==> src/hw/rtl/tcl_pkg.sv <==
// tcl_pkg: shared types and codes for the text cursor layout block.
// Holds item kinds, draw operations, control characters, register
// indexes, controller states and the controller/datapath signal groups.
`timescale 1ns / 1ps

package tcl_pkg;

  // item kinds
  localparam logic [2:0] KIND_CHAR   = 3'd0;
  localparam logic [2:0] KIND_MOVE   = 3'd1;
  localparam logic [2:0] KIND_CLEAR  = 3'd2;
  localparam logic [2:0] KIND_INLINE = 3'd3;
  localparam logic [2:0] KIND_BLOCK  = 3'd4;

  // draw operations
  localparam logic [2:0] OP_NONE   = 3'd0;
  localparam logic [2:0] OP_GLYPH  = 3'd1;
  localparam logic [2:0] OP_ERASE  = 3'd2;
  localparam logic [2:0] OP_BITMAP = 3'd3;
  localparam logic [2:0] OP_CLEAR  = 3'd4;

  // control characters
  localparam logic [7:0] CH_BS  = 8'h08;
  localparam logic [7:0] CH_TAB = 8'h09;
  localparam logic [7:0] CH_NL  = 8'h0A;
  localparam logic [7:0] CH_CR  = 8'h0D;

  // register indexes (byte address / 4)
  localparam logic [1:0] CFG_MARGIN = 2'd0;
  localparam logic [1:0] CFG_WIDTH  = 2'd1;
  localparam logic [1:0] CFG_SCALE  = 2'd2;

  // tab stops lie every 8 cells, i.e. 64 * scale pixels
  localparam int unsigned STOP_SHIFT = 6;

  typedef enum logic [1:0] {
    ST_IDLE,
    ST_DIV,
    ST_COMMIT
  } state_t;

  typedef struct packed {
    logic load;    // capture the accepted item and seed the remainder
    logic step;    // one restoring remainder step
    logic commit;  // update the cursor and load the result register
  } cmd_t;

  typedef struct packed {
    logic is_tab;    // item on the input is a tab character
    logic div_last;  // final remainder step in progress
  } status_t;

endpackage

==> src/hw/rtl/tcl_if.sv <==
// tcl_if: item and result channel interfaces for the text cursor layout.
// Each carries valid, ready and the payload; depends on nothing else.
`timescale 1ns / 1ps

interface tcl_in_if;
  logic        valid;
  logic        ready;
  logic [2:0]  kind;
  logic [7:0]  char_code;
  logic [11:0] goto_x;
  logic [11:0] goto_y;
  logic [11:0] bitmap_width;
  logic [11:0] bitmap_height;

  modport source (
    output valid, kind, char_code, goto_x, goto_y, bitmap_width, bitmap_height,
    input  ready
  );
  modport sink (
    input  valid, kind, char_code, goto_x, goto_y, bitmap_width, bitmap_height,
    output ready
  );
endinterface

interface tcl_out_if;
  logic        valid;
  logic        ready;
  logic [2:0]  draw_op;
  logic [11:0] draw_x;
  logic [11:0] draw_y;
  logic [11:0] draw_w;
  logic [11:0] draw_h;
  logic [7:0]  glyph;
  logic [11:0] cursor_x;
  logic [11:0] cursor_y;

  modport source (
    output valid, draw_op, draw_x, draw_y, draw_w, draw_h, glyph, cursor_x, cursor_y,
    input  ready
  );
  modport sink (
    input  valid, draw_op, draw_x, draw_y, draw_w, draw_h, glyph, cursor_x, cursor_y,
    output ready
  );
endinterface

==> src/hw/rtl/tcl_ctrl.sv <==
// tcl_ctrl: sequencing state machine of the text cursor layout.
// Issues load, remainder-step and commit commands; owns the result valid flag.
// Depends on tcl_pkg.
`timescale 1ns / 1ps

module tcl_ctrl (
  input  logic            clk,
  input  logic            rst,
  input  logic            in_valid,
  output logic            in_ready,
  output logic            out_valid,
  input  logic            out_ready,
  input  tcl_pkg::status_t status,
  output tcl_pkg::cmd_t    cmd
);
  import tcl_pkg::*;

  state_t state;
  state_t state_next;
  logic   slot_free;

  assign slot_free = !out_valid || out_ready;

  always_ff @(posedge clk) begin
    if (rst) begin
      state <= ST_IDLE;
    end else begin
      state <= state_next;
    end
  end

  always_comb begin
    state_next = state;
    unique case (state)
      ST_IDLE: begin
        if (in_valid) begin
          state_next = status.is_tab ? ST_DIV : ST_COMMIT;
        end
      end
      ST_DIV: begin
        if (status.div_last) begin
          state_next = ST_COMMIT;
        end
      end
      ST_COMMIT: begin
        if (slot_free) begin
          state_next = ST_IDLE;
        end
      end
      default: state_next = ST_IDLE;
    endcase
  end

  always_comb begin
    in_ready   = 1'b0;
    cmd        = '0;
    unique case (state)
      ST_IDLE: begin
        in_ready = 1'b1;
        cmd.load = in_valid;
      end
      ST_DIV: begin
        cmd.step = 1'b1;
      end
      ST_COMMIT: begin
        cmd.commit = slot_free;
      end
      default: ;
    endcase
  end

  // hold the result until its transfer completes
  always_ff @(posedge clk) begin
    if (rst) begin
      out_valid <= 1'b0;
    end else if (cmd.commit) begin
      out_valid <= 1'b1;
    end else if (out_ready) begin
      out_valid <= 1'b0;
    end
  end

endmodule

==> src/hw/rtl/tcl_datapath.sv <==
// tcl_datapath: cursor registers, item capture, tab remainder unit and
// result register of the text cursor layout. Depends on tcl_pkg.
`timescale 1ns / 1ps

module tcl_datapath #(
  parameter int unsigned COORD_MAX = 4095
) (
  input  logic             clk,
  input  logic             rst,
  input  tcl_pkg::cmd_t    cmd,
  output tcl_pkg::status_t status,
  input  logic [11:0]      left_margin,
  input  logic [11:0]      line_width,
  input  logic [4:0]       text_scale,
  input  logic [2:0]       kind,
  input  logic [7:0]       char_code,
  input  logic [11:0]      goto_x,
  input  logic [11:0]      goto_y,
  input  logic [11:0]      bitmap_width,
  input  logic [11:0]      bitmap_height,
  output logic [2:0]       draw_op,
  output logic [11:0]      draw_x,
  output logic [11:0]      draw_y,
  output logic [11:0]      draw_w,
  output logic [11:0]      draw_h,
  output logic [7:0]       glyph,
  output logic [11:0]      cursor_x,
  output logic [11:0]      cursor_y
);
  import tcl_pkg::*;

  localparam int unsigned CW   = $clog2(COORD_MAX + 1);
  localparam int unsigned SW   = ((CW > 12) ? CW : 12) + 1;
  localparam int unsigned QW   = CW - STOP_SHIFT;
  localparam int unsigned CNTW = (QW > 1) ? $clog2(QW) : 1;
  localparam logic [SW-1:0] CMAX = SW'(COORD_MAX);

  function automatic logic [CW-1:0] sat(input logic [SW-1:0] v);
    sat = (v > CMAX) ? CMAX[CW-1:0] : v[CW-1:0];
  endfunction

  logic [CW-1:0]   cur_x;
  logic [CW-1:0]   cur_y;

  // captured item
  logic [2:0]      it_kind;
  logic [7:0]      it_char;
  logic [11:0]     it_gx;
  logic [11:0]     it_gy;
  logic [11:0]     it_bw;
  logic [11:0]     it_bh;

  // tab remainder unit: offset / 64 is reduced modulo the scale bit by bit
  logic [QW-1:0]   quo;
  logic [4:0]      rem;
  logic [5:0]      off_lo;
  logic [CNTW-1:0] cnt;
  logic [5:0]      rem_shift;
  logic [CW-1:0]   offset;

  logic [4:0]      scale_eff;
  logic [7:0]      cell_px;
  logic [10:0]     stop;

  logic [CW-1:0]   x_next;
  logic [CW-1:0]   y_next;
  logic [2:0]      op_next;
  logic [SW-1:0]   dx_next;
  logic [SW-1:0]   dy_next;
  logic [11:0]     dw_next;
  logic [11:0]     dh_next;
  logic [7:0]      gl_next;
  logic [SW-1:0]   x_next_ext;
  logic [SW-1:0]   y_next_ext;

  assign scale_eff = (text_scale == 5'd0) ? 5'd1 : text_scale;
  assign cell_px   = {scale_eff, 3'b000};
  assign stop      = {scale_eff, 6'b000000};
  assign offset    = (SW'(cur_x) > SW'(left_margin)) ?
                     CW'(SW'(cur_x) - SW'(left_margin)) : '0;
  assign rem_shift = {rem, quo[QW-1]};

  assign status.is_tab   = (kind == KIND_CHAR) && (char_code == CH_TAB);
  assign status.div_last = (cnt == CNTW'(QW - 1));

  always_ff @(posedge clk) begin
    if (cmd.load) begin
      it_kind <= kind;
      it_char <= char_code;
      it_gx   <= goto_x;
      it_gy   <= goto_y;
      it_bw   <= bitmap_width;
      it_bh   <= bitmap_height;
      quo     <= offset[CW-1:STOP_SHIFT];
      off_lo  <= offset[STOP_SHIFT-1:0];
      rem     <= '0;
      cnt     <= '0;
    end else if (cmd.step) begin
      quo <= quo << 1;
      cnt <= cnt + CNTW'(1);
      if (rem_shift >= {1'b0, scale_eff}) begin
        rem <= 5'(rem_shift - {1'b0, scale_eff});
      end else begin
        rem <= rem_shift[4:0];
      end
    end
  end

  always_comb begin
    logic [SW-1:0] x0;
    logic [SW-1:0] y0;
    logic [SW-1:0] cellw;
    logic [CW-1:0] msat;
    x0      = SW'(cur_x);
    y0      = SW'(cur_y);
    cellw   = SW'(cell_px);
    msat    = sat(SW'(left_margin));
    x_next  = cur_x;
    y_next  = cur_y;
    op_next = OP_NONE;
    dx_next = '0;
    dy_next = '0;
    dw_next = '0;
    dh_next = '0;
    gl_next = '0;
    unique case (it_kind)
      KIND_CHAR: begin
        unique case (it_char)
          CH_NL: begin
            x_next = msat;
            y_next = sat(y0 + cellw);
          end
          CH_CR: begin
            x_next = msat;
          end
          CH_TAB: begin
            x_next = sat(x0 + SW'(stop - {rem, off_lo}));
          end
          CH_BS: begin
            if (x0 > SW'(left_margin)) begin
              x_next  = (x0 > cellw) ? CW'(x0 - cellw) : '0;
              op_next = OP_ERASE;
              dx_next = SW'(x_next);
              dy_next = y0;
              dw_next = 12'(cell_px);
              dh_next = 12'(cell_px);
            end
          end
          default: begin
            op_next = OP_GLYPH;
            dx_next = x0;
            dy_next = y0;
            dw_next = 12'(cell_px);
            dh_next = 12'(cell_px);
            gl_next = it_char;
            x_next  = sat(x0 + cellw);
          end
        endcase
        // soft wrap when the next cell would pass the line end
        if (SW'(x_next) + cellw > SW'(left_margin) + SW'(line_width)) begin
          x_next = msat;
          y_next = sat(SW'(y_next) + cellw);
        end
      end
      KIND_MOVE: begin
        x_next = sat(SW'(it_gx));
        y_next = sat(SW'(it_gy));
      end
      KIND_CLEAR: begin
        op_next = OP_CLEAR;
        x_next  = msat;
        y_next  = '0;
      end
      KIND_INLINE: begin
        op_next = OP_BITMAP;
        dx_next = x0;
        dy_next = y0;
        dw_next = it_bw;
        dh_next = it_bh;
        x_next  = sat(x0 + SW'(it_bw));
      end
      KIND_BLOCK: begin
        op_next = OP_BITMAP;
        dx_next = x0;
        dy_next = y0;
        dw_next = it_bw;
        dh_next = it_bh;
        y_next  = sat(y0 + SW'(it_bh));
        x_next  = msat;
      end
      default: ;
    endcase
  end

  assign x_next_ext = SW'(x_next);
  assign y_next_ext = SW'(y_next);

  always_ff @(posedge clk) begin
    if (rst) begin
      cur_x <= '0;
      cur_y <= '0;
    end else if (cmd.commit) begin
      cur_x <= x_next;
      cur_y <= y_next;
    end
  end

  always_ff @(posedge clk) begin
    if (cmd.commit) begin
      draw_op  <= op_next;
      draw_x   <= dx_next[11:0];
      draw_y   <= dy_next[11:0];
      draw_w   <= dw_next;
      draw_h   <= dh_next;
      glyph    <= gl_next;
      cursor_x <= x_next_ext[11:0];
      cursor_y <= y_next_ext[11:0];
    end
  end

endmodule

==> src/hw/rtl/text_cursor_layout.sv <==
// Text cursor layout: one draw command and cursor position per item.
// Each item is captured on transfer in and committed to the registered result;
// a tab first passes through the bit-serial tab remainder steps.
// No new item is taken until the current one is committed;
// a result still waiting for its transfer holds back the next commit.
// Reset (rst, synchronous): cursor at 0,0, margin 0, width 4095, scale 1.
`timescale 1ns / 1ps

module text_cursor_layout #(
  parameter int unsigned COORD_MAX = 4095
) (
  input  logic        clk,
  input  logic        rst,
  input  logic        psel,
  input  logic        penable,
  input  logic        pwrite,
  input  logic [3:0]  paddr,
  input  logic [31:0] pwdata,
  output logic [31:0] prdata,
  output logic        pready,
  tcl_in_if.sink      item,
  tcl_out_if.source   result
);
  import tcl_pkg::*;

  logic [11:0] left_margin;
  logic [11:0] line_width;
  logic [4:0]  text_scale;
  logic        cfg_write;
  logic [1:0]  cfg_sel;

  cmd_t    cmd;
  status_t status;

  assign pready    = 1'b1;
  assign cfg_sel   = paddr[3:2];
  assign cfg_write = psel && penable && pwrite;

  always_ff @(posedge clk) begin
    if (rst) begin
      left_margin <= 12'd0;
      line_width  <= 12'd4095;
      text_scale  <= 5'd1;
    end else if (cfg_write) begin
      unique case (cfg_sel)
        CFG_MARGIN: left_margin <= pwdata[11:0];
        CFG_WIDTH:  line_width  <= pwdata[11:0];
        CFG_SCALE:  text_scale  <= pwdata[4:0];
        default: ;
      endcase
    end
  end

  always_comb begin
    unique case (cfg_sel)
      CFG_MARGIN: prdata = {20'd0, left_margin};
      CFG_WIDTH:  prdata = {20'd0, line_width};
      CFG_SCALE:  prdata = {27'd0, text_scale};
      default:    prdata = 32'd0;
    endcase
  end

  tcl_ctrl u_ctrl (
    .clk       (clk),
    .rst       (rst),
    .in_valid  (item.valid),
    .in_ready  (item.ready),
    .out_valid (result.valid),
    .out_ready (result.ready),
    .status    (status),
    .cmd       (cmd)
  );

  tcl_datapath #(
    .COORD_MAX (COORD_MAX)
  ) u_datapath (
    .clk           (clk),
    .rst           (rst),
    .cmd           (cmd),
    .status        (status),
    .left_margin   (left_margin),
    .line_width    (line_width),
    .text_scale    (text_scale),
    .kind          (item.kind),
    .char_code     (item.char_code),
    .goto_x        (item.goto_x),
    .goto_y        (item.goto_y),
    .bitmap_width  (item.bitmap_width),
    .bitmap_height (item.bitmap_height),
    .draw_op       (result.draw_op),
    .draw_x        (result.draw_x),
    .draw_y        (result.draw_y),
    .draw_w        (result.draw_w),
    .draw_h        (result.draw_h),
    .glyph         (result.glyph),
    .cursor_x      (result.cursor_x),
    .cursor_y      (result.cursor_y)
  );

  // a commit always presents a result on the next cycle
  assert property (@(posedge clk) disable iff (rst) cmd.commit |=> result.valid)
    else $error("commit did not raise result valid");

  // one item in flight: no transfer in directly after another
  assert property (@(posedge clk) disable iff (rst)
    (item.valid && item.ready) |=> !item.ready)
    else $error("item accepted while previous item still in work");

  // a result with no draw operation, or a clear, carries no area and no glyph
  assert property (@(posedge clk) disable iff (rst)
    (result.valid && (result.draw_op == OP_NONE || result.draw_op == OP_CLEAR)) |->
    (result.draw_w == 12'd0 && result.draw_h == 12'd0 && result.glyph == 8'd0))
    else $error("idle or clear result carries draw data");

endmodule
==> src/flat_wrapper.sv <==
// flat-port wrapper written by rule: the top's interface ports become plain ports
module text_cursor_layout_flat import tcl_pkg::*;
#(
  parameter int unsigned COORD_MAX = 4095
)
  (clk, rst, psel, penable, pwrite, paddr, pwdata, prdata, pready, item_valid, item_kind, item_char_code, item_goto_x, item_goto_y, item_bitmap_width, item_bitmap_height, item_ready, result_valid, result_draw_op, result_draw_x, result_draw_y, result_draw_w, result_draw_h, result_glyph, result_cursor_x, result_cursor_y, result_ready);
  tcl_in_if item_i ();
  tcl_out_if result_i ();
  input  logic clk;
  input  logic rst;
  input  logic psel;
  input  logic penable;
  input  logic pwrite;
  input  logic [3:0] paddr;
  input  logic [31:0] pwdata;
  output logic [31:0] prdata;
  output logic pready;
  input wire logic [$bits(item_i.valid)-1:0] item_valid;
  input wire logic [$bits(item_i.kind)-1:0] item_kind;
  input wire logic [$bits(item_i.char_code)-1:0] item_char_code;
  input wire logic [$bits(item_i.goto_x)-1:0] item_goto_x;
  input wire logic [$bits(item_i.goto_y)-1:0] item_goto_y;
  input wire logic [$bits(item_i.bitmap_width)-1:0] item_bitmap_width;
  input wire logic [$bits(item_i.bitmap_height)-1:0] item_bitmap_height;
  output wire logic [$bits(item_i.ready)-1:0] item_ready;
  output wire logic [$bits(result_i.valid)-1:0] result_valid;
  output wire logic [$bits(result_i.draw_op)-1:0] result_draw_op;
  output wire logic [$bits(result_i.draw_x)-1:0] result_draw_x;
  output wire logic [$bits(result_i.draw_y)-1:0] result_draw_y;
  output wire logic [$bits(result_i.draw_w)-1:0] result_draw_w;
  output wire logic [$bits(result_i.draw_h)-1:0] result_draw_h;
  output wire logic [$bits(result_i.glyph)-1:0] result_glyph;
  output wire logic [$bits(result_i.cursor_x)-1:0] result_cursor_x;
  output wire logic [$bits(result_i.cursor_y)-1:0] result_cursor_y;
  input wire logic [$bits(result_i.ready)-1:0] result_ready;
  assign item_i.valid = item_valid;
  assign item_i.kind = item_kind;
  assign item_i.char_code = item_char_code;
  assign item_i.goto_x = item_goto_x;
  assign item_i.goto_y = item_goto_y;
  assign item_i.bitmap_width = item_bitmap_width;
  assign item_i.bitmap_height = item_bitmap_height;
  assign item_ready = item_i.ready;
  assign result_valid = result_i.valid;
  assign result_draw_op = result_i.draw_op;
  assign result_draw_x = result_i.draw_x;
  assign result_draw_y = result_i.draw_y;
  assign result_draw_w = result_i.draw_w;
  assign result_draw_h = result_i.draw_h;
  assign result_glyph = result_i.glyph;
  assign result_cursor_x = result_i.cursor_x;
  assign result_cursor_y = result_i.cursor_y;
  assign result_i.ready = result_ready;
  text_cursor_layout #(.COORD_MAX(COORD_MAX)) u_core (.clk(clk), .rst(rst), .psel(psel), .penable(penable), .pwrite(pwrite), .paddr(paddr), .pwdata(pwdata), .prdata(prdata), .pready(pready), .item(item_i), .result(result_i));
endmodule
==> config.mk <==
export PLATFORM = sky130hd
export DESIGN_NAME = text_cursor_layout_flat
export DESIGN_NICKNAME = d
export VERILOG_FILES = /design/src/hw/rtl/tcl_pkg.sv /design/src/hw/rtl/tcl_if.sv /design/src/hw/rtl/tcl_ctrl.sv /design/src/hw/rtl/tcl_datapath.sv /design/src/hw/rtl/text_cursor_layout.sv /design/src/flat_wrapper.sv
export SDC_FILE = /design/constraint.sdc
export NUM_CORES = 1
export LEC_CHECK = 0
export ABC_AREA = 1
export BUFFER_PORTS_ARGS = -buffer_cell sky130_fd_sc_hd__buf_2
export CAP_MARGIN = 30
export CORE_ASPECT_RATIO = 0.9
export CORE_MARGIN = 3
export CORE_UTILIZATION = 50
export CTS_CLUSTER_SIZE = 10
export DETAILED_ROUTE_END_ITERATION = 16
export PLACE_DENSITY = 0.81
export SETUP_SLACK_MARGIN = 0.1
export SKIP_CTS_REPAIR_TIMING = 1
export SLEW_MARGIN = 0
export SYNTH_ARGS = -nofsm -noshare
export SYNTH_HDL_FRONTEND = slang
export SYNTH_SLANG_ARGS = --single-unit
export TNS_END_PERCENT = 30
==> constraint.sdc <==
create_clock -name clk -period 11.5 [get_ports clk]
set_input_delay 2.3 -clock clk [delete_from_list [all_inputs] [get_ports clk]]
set_output_delay 2.3 -clock clk [all_outputs]
set_load 0.1 [all_outputs]
==> results.yml, run 1 <==
status:
  outcome: "complete, no violations"
routing:
  drc: 0
  drt-pass1-iter-count: 8
  wirelength_um: 49600
  wl_per_cell_um: 19.3
  via_count: 14600
  routed_via_density: 5.66
  detail-route-antenna-nets: 0
  dr.first_iter.drc_count: 1603
cells_and_area:
  ff_latch_area_um2: 5910
  area_growth_pct: 12.9
  num-fill-cells: 2672
  fin_area_um2: 17300
  fin_nets: 2372
  multi_input_comb_area_um2: 8020
  final_cell_mix: "nand2_1, inv_1, nor2_1"
  drive_gt1_share_pct: 13.3
  final_common_cell: "nand2_1"
setup_path:
  crit_path_max_fanout: 28
  start_kind: "flip-flop"
  cp-end-kind: "flip-flop"
  cp.arrival_ns: 8.62
  cp_slowest_cell: "dfxtp_1"
  worstPathRequired_ns: 11.73
  crit_top_cell: "nand2_1"
  cpPeakStageDelay_ns: 0.70
  criticalPathCategory: "reg -> reg"
global_route:
  grt_use_met1_pct: 41.6
  grt_start_max_net_pins: 67
  grt_overflow: 0
  grt-busiest-layer: "met2"
  track_usage_pct: 29.4
  grt_pass1_vias: 13600
  met2_usage_pct: 44.4
  grtUsageMet3_pct: 7.24
  grt_pass1_wl_um: 74900
  grt_antenna_before_repair: 0
clock_tree:
  clockBufferDepth: 3
  cts_root_buffer: "clkbuf_16"
  tritoncts: "done"
  insertion_delay_ns: 0.55
  clock-sinks: 218
  h-tree-depth: 1
  numCtsBuffers: 27
  clk_pin_slew_worst_paths_ns: 0.05
floorplanning:
  dieHeight_um: 172
  die_area_um2: 32800
  die_w_um: 191
  start_util_pct: 51.1
  boundaryPins: 220
  num_rows: 60
  coreArea_um2: 30000
timing:
  finalSetupViolations: 0
  finalHoldViolations: 0
  skew_ns: 0.0220
  max_clock_freq_mhz: 119
  slew_headroom_pct: 33.5
  fin_crit_ns: 8.39
  drv_slew: 0
  rsz0062_at_grt: "no"
  tightest_slew_ns: 0.998
  setup_tns_ns: 0
  fin_crit_sh_pct: 73.0
yosys:
  netlist.area_leader.share_pct: 30.2
  synth.ff_latch_count: 218
  synth-edff-count: 154
  async_flop_share_pct: 0
  synth_area_per_cell_um2: 7.75
  yosysWarnings: 0
  synth_top_area_cell: "edfxtp_1"
  synth-main-ff-cell: "edfxtp_1"
  yosysSeqAreaShare_pct: 38.5
  synthCells: 1978
  yosysUniqueCellTypes: 68
  syn_area_um2: 15300
  synthTopCellsByArea: "edfxtp_1, nand2_1, ha_1"
placed_design:
  place_area_um2: 16500
  gp_congestion: 1.01
  portBuffers: 176
  hpwl_um: 37700
pwr:
  power_density_nw_per_um2: 146
  power_leakage_nw: 8.40
  ir_worst_vdd_uv: 115
run:
  maxCapViolCount: 0
hold_path:
  hold_path_class: "reg -> reg"
state kept, by name (all words and copies together), names as in the netlist, 5 cells and up:
register                    cells
u_core.u_datapath.cur_y        12
u_core.u_datapath.cursor_y     12
u_core.u_datapath.draw_w       12
u_core.u_datapath.off_lo        6
u_core.u_datapath.draw_h       12
u_core.u_datapath.it_bw        12
u_core.u_datapath.rem           5
u_core.u_datapath.it_char       8
u_core.u_datapath.cursor_x     12
u_core.u_datapath.draw_x       12
u_core.line_width              12
u_core.u_datapath.cur_x        12
u_core.left_margin             12
u_core.u_datapath.draw_y       12
u_core.u_datapath.glyph         8
u_core.u_datapath.it_gx        12
u_core.u_datapath.it_bh        12
u_core.text_scale               5
u_core.u_datapath.quo           6
u_core.u_datapath.it_gy        12
path summary, 6_finish.rpt:
check,from,endpoint,slack [ns],depth (start not counted)
setup / recovery,u_core.text_scale[2],u_core.u_datapath.cursor_x[10],3.11,43
hold / removal,u_core.text_scale[0],u_core.text_scale[0],0.50,2
setup reg to reg,u_core.text_scale[2],u_core.u_datapath.cursor_x[10],3.11,43
hold reg to reg,u_core.text_scale[0],u_core.text_scale[0],0.50,2
cells in the mapped netlist (3+ instances only):
cell type  instances
ha_1             112
xnor2_1           27
inv_1            285
nor2_1           197
dfxtp_1           64
o21ai_0          108
a21oi_2            3
buf_2             11
o21ai_1            5
a21o_1             5
or2_2              3
nor4_1             4
a21oi_1          134
o211ai_1           5
xor2_1            38
fa_1              11
nand4_2            3
o22ai_1           11
nor2_4             3
nand2_1          458
clkbuf_1          27
o221ai_1           5
nand3_2            9
o21bai_1           5
edfxtp_1         154
nand3_1          120
nand2_2           15
nor3_1            19
buf_4             26
nand3b_1           4
nor3_2             3
nand4_1           34
a22oi_1           10
inv_2              3
a211oi_1           9
nor2_2             6
metal layers:
layer | part of all wire (%) | vias up
met5 | 0 | -
met4 | 3.9 | 0
met3 | 12 | 141
met2 | 42 | 818
met1 | 43 | 6756
li1 | - | 6846
metrics by stage:
stage / std cells / util [%] / hold WS, ns / total power (W) / setup slack, ns
global placement: 2518 / 54.9 / 0.481 / 0.00174 / 3.53
detailed placement: 2520 / 55.1 / 0.492 / 0.00176 / 3.36
floorplan: 1997 / - / 0.453 / 0.00158 / 4.46
CTS: 2569 / 57.6 / 0.499 / 0.00253 / 3.31
finish: 2571 / 57.7 / 0.497 / 0.00253 / 3.11
global route: 2570 / 57.7 / 0.533 / 0.00265 / 2.51
layout make-up:
cell class	count	area share, %
inverters	292	6.36
multi-input cells	1418	46.3
well taps	403	2.91
diodes	1	0.0144
clock inverters	5	0.173
flip-flops and latches	218	34.1
repair buffers	190	5.79
clock buffers	44	4.33
critical path, delay by kind of cell (launching register included):
family,cells,cell delay [ns]
fa+ha+maj,5,1.60
flops,1,0.70
xor+xnor,2,0.27
compound gates,9,2.16
simple gates,20,1.97
buf+inv,7,1.31
logic make-up (layout without fill, tap and decap cells):
kind of cell | Yosys count | after routing | synth area share, %
flip-flops | 218 | 218 | 38.5
adder cells (fa/ha/maj) | 123 | 123 | 10.6
AO/OA/AOI/OAI | 316 | 316 | 11.6
buffers and inverters | 361 | 531 | 9.77
other | 2 | 22 | 0.0490
XOR/XNOR | 65 | 65 | 3.71
AND/OR/NAND/NOR | 893 | 893 | 25.8
where the power goes:
group / total (W) / leakage [nW] / internal (W) / switching, W
sequential: 0.000964 / 2.00 / 0.000910 / 0.0000545
clock: 0.000770 / 0.375 / 0.000442 / 0.000328
combinational: 0.000799 / 6.02 / 0.000205 / 0.000594
No activity file was read; power rests on OpenSTA's default activity.
==> inputs of run 2 (changes only) <==
--- a/config.mk
+++ b/config.mk
@@ -5,7 +5,7 @@
 export SDC_FILE = /design/constraint.sdc
 export NUM_CORES = 1
 export LEC_CHECK = 0
-export ABC_AREA = 1
+export ABC_AREA = 0
 export BUFFER_PORTS_ARGS = -buffer_cell sky130_fd_sc_hd__buf_2
 export CAP_MARGIN = 30
 export CORE_ASPECT_RATIO = 0.9
==> constraint.sdc (replaced) <==
create_clock -name clk -period 8.2 [get_ports clk]
set_input_delay 1.64 -clock clk [delete_from_list [all_inputs] [get_ports clk]]
set_output_delay 1.64 -clock clk [all_outputs]
set_load 0.1 [all_outputs]
==> run 2 against run 1 <==
Effect of this change: fmax up 11%; register-to-register slack got worse by 2.5 ns; highest routed layer unchanged; critical path type unchanged; sequential power increased by 34%; via count decreased by 9.1%; design area shrank 1.8%; critical endpoint is now u_core.u_datapath.cur_y[0].
==> results.yml, run 2 <==
pwr:
  ir_worst_vdd_uv: 165
  power_leakage_nw: 7.15
  power_density_nw_per_um2: 191
routing:
  drt-pass1-iter-count: 6
  wl_per_cell_um: 21.0
  routed_via_density: 6.13
  via_count: 13200
  drc: 0
  dr.first_iter.drc_count: 1613
  detail-route-antenna-nets: 0
  wirelength_um: 45400
timing:
  max_clock_freq_mhz: 132
  drv_slew: 0
  setup_tns_ns: 0
  skew_ns: 0.0135
  slew_headroom_pct: 31.4
  finalSetupViolations: 0
  fin_crit_sh_pct: 92.5
  rsz0062_at_grt: "no"
  tightest_slew_ns: 1.03
  finalHoldViolations: 0
  fin_crit_ns: 7.58
setup_path:
  cp.buffers_inverters: 7
  path_delay_family: "compound AO/OA/AOI/OAI gates"
  crit_start: "u_core.text_scale[1]"
  worstPathRequired_ns: 8.65
  start_kind: "flip-flop"
  crit_path_max_fanout: 8
  r2r-start: "u_core.text_scale[1]"
  cp_slowest_cell: "dfxtp_1"
  cpPeakStageDelay_ns: 0.41
  criticalPathCategory: "reg -> reg"
  cp.arrival_ns: 8.03
  cp-end-kind: "flip-flop"
yosys:
  synthAdderAreaFrac_pct: 11.1
  async_flop_share_pct: 0
  synth-main-ff-cell: "edfxtp_1"
  synthXorXnorAreaFrac_pct: 4.55
  synthSimpleGateAreaFrac_pct: 16.2
  synth.top_cells.by_count: "nor2_1, edfxtp_1, nand2_1, ha_1, o21ai_0"
  yosysMostFrequentCell: "nor2_1"
  synthTopCellsByArea: "edfxtp_1, ha_1, dfxtp_1"
  yosysSeqAreaShare_pct: 40.4
  yosysWarnings: 0
  syn_area_um2: 14600
  synth.area.mux_share_pct: 3.31
  synth-compound-area-share_pct: 20.0
  synth_area_per_cell_um2: 9.50
  yosysUniqueCellTypes: 93
  netlist.area_leader.share_pct: 31.6
  synth_top_family_by_area: "compound AO/OA/AOI/OAI gates"
  synth-edff-count: 154
  synth.ff_latch_count: 218
  synth_top_area_cell: "edfxtp_1"
  synthCells: 1539
floorplanning:
  boundaryPins: 220
  coreArea_um2: 28400
  dieHeight_um: 168
  die_area_um2: 31300
  start_util_pct: 51.5
  num_rows: 58
  die_w_um: 186
placed_design:
  dp.cells: 2106
  place_area_um2: 16200
  portBuffers: 176
  gp_congestion: 1.01
  hpwl_um: 34000
clock_tree:
  numCtsBuffers: 27
  clock-sinks: 218
  cts_root_buffer: "clkbuf_16"
  h-tree-depth: 1
  insertion_delay_ns: 0.55
  clockBufferDepth: 3
  clk_pin_slew_worst_paths_ns: 0.06
  tritoncts: "done"
run:
  maxCapViolCount: 0
global_route:
  grt_start_max_net_pins: 64
  grt_pass1_vias: 12400
  grt_antenna_before_repair: 0
  grt_overflow: 0
  grt_pass1_wl_um: 68200
  track_usage_pct: 27.7
cells_and_area:
  stdcell_count: 2157
  area_growth_pct: 16.3
  final_cell_mix: "nor2_1, buf_2, edfxtp_1"
  drive_gt1_share_pct: 17.7
  final_common_cell: "nor2_1"
  antenna_cells: 0
  fin_nets: 1971
  fin_area_um2: 17000
hold_path:
  hold_path_class: "reg -> reg"
  min-delay-start: "u_core.u_datapath.rem[4]"
status:
  outcome: "complete, no violations"
## run 2: changes by cell type in the layout (fill, tap and decap cells not counted), moves of 30 or more
cell	previous run	this run
mux2i_1	0	45
a21oi_1	134	91
nand3_1	120	31
nand2_1	458	113
nor2b_1	0	30
buf_4	11	62
inv_1	285	64
## run 2: area by class of cell
class,instances,area (um2)
fillers,2404,11400
multi-input cells,1192,8150
well taps,390,488
clock buffers,46,788
repair buffers,240,1360
inverters,67,254
clock inverters,4,60.1
flip-flops and latches,218,5910
## run 2: final timing paths
| check | end | slack (ns) | cells after the start |
|---|---|---|---|
| setup / recovery | u_core.u_datapath.cur_y[0] | 0.62 | 36 |
| hold / removal | u_core.u_datapath.rem[4] | 0.52 | 2 |
| setup reg to reg | u_core.u_datapath.cur_y[0] | 0.62 | 36 |
| hold reg to reg | u_core.u_datapath.rem[4] | 0.52 | 2 |
## run 2: layer usage
metal	global-route usage (%)	vias up	share of wire (%)
li1	-	6062	-
met5	0	-	0
met2	43.7	820	45
met1	37.1	6181	40
met3	6.09	167	11
met4	10.9	0	4.7
## run 2: cell families after synthesis
kind of cell / Yosys count
AND/OR/NAND/NOR: 492
AO/OA/AOI/OAI: 432
flip-flops: 218
buffers and inverters: 148
adder cells (fa/ha/maj): 123
XOR/XNOR: 76
multiplexers: 48
other: 2
## run 2: worst min-delay path, stage by stage, from the launching register on
cell	delay, ns
dfxtp_1	0.31
inv_1	0.09
o32ai_1	0.07
## run 2: power breakdown
| part | internal, W | switching, W |
|---|---|---|
| Combinational | 0.000239 | 0.000570 |
| Clock | 0.000684 | 0.000462 |
| Sequential | 0.00125 | 0.0000463 |
## run 2: metrics by stage
stage               worst slack [ns]  hold WS [ns]  total power [W]  util [%]
floorplan                       1.40         0.459          0.00191         -
global placement               0.840         0.482          0.00209      56.9
detailed placement             0.716         0.506          0.00210      56.9
CTS                            0.708         0.520          0.00324      59.9
global route                   0.178         0.549          0.00335      59.9
finish                         0.617         0.520          0.00325      59.9
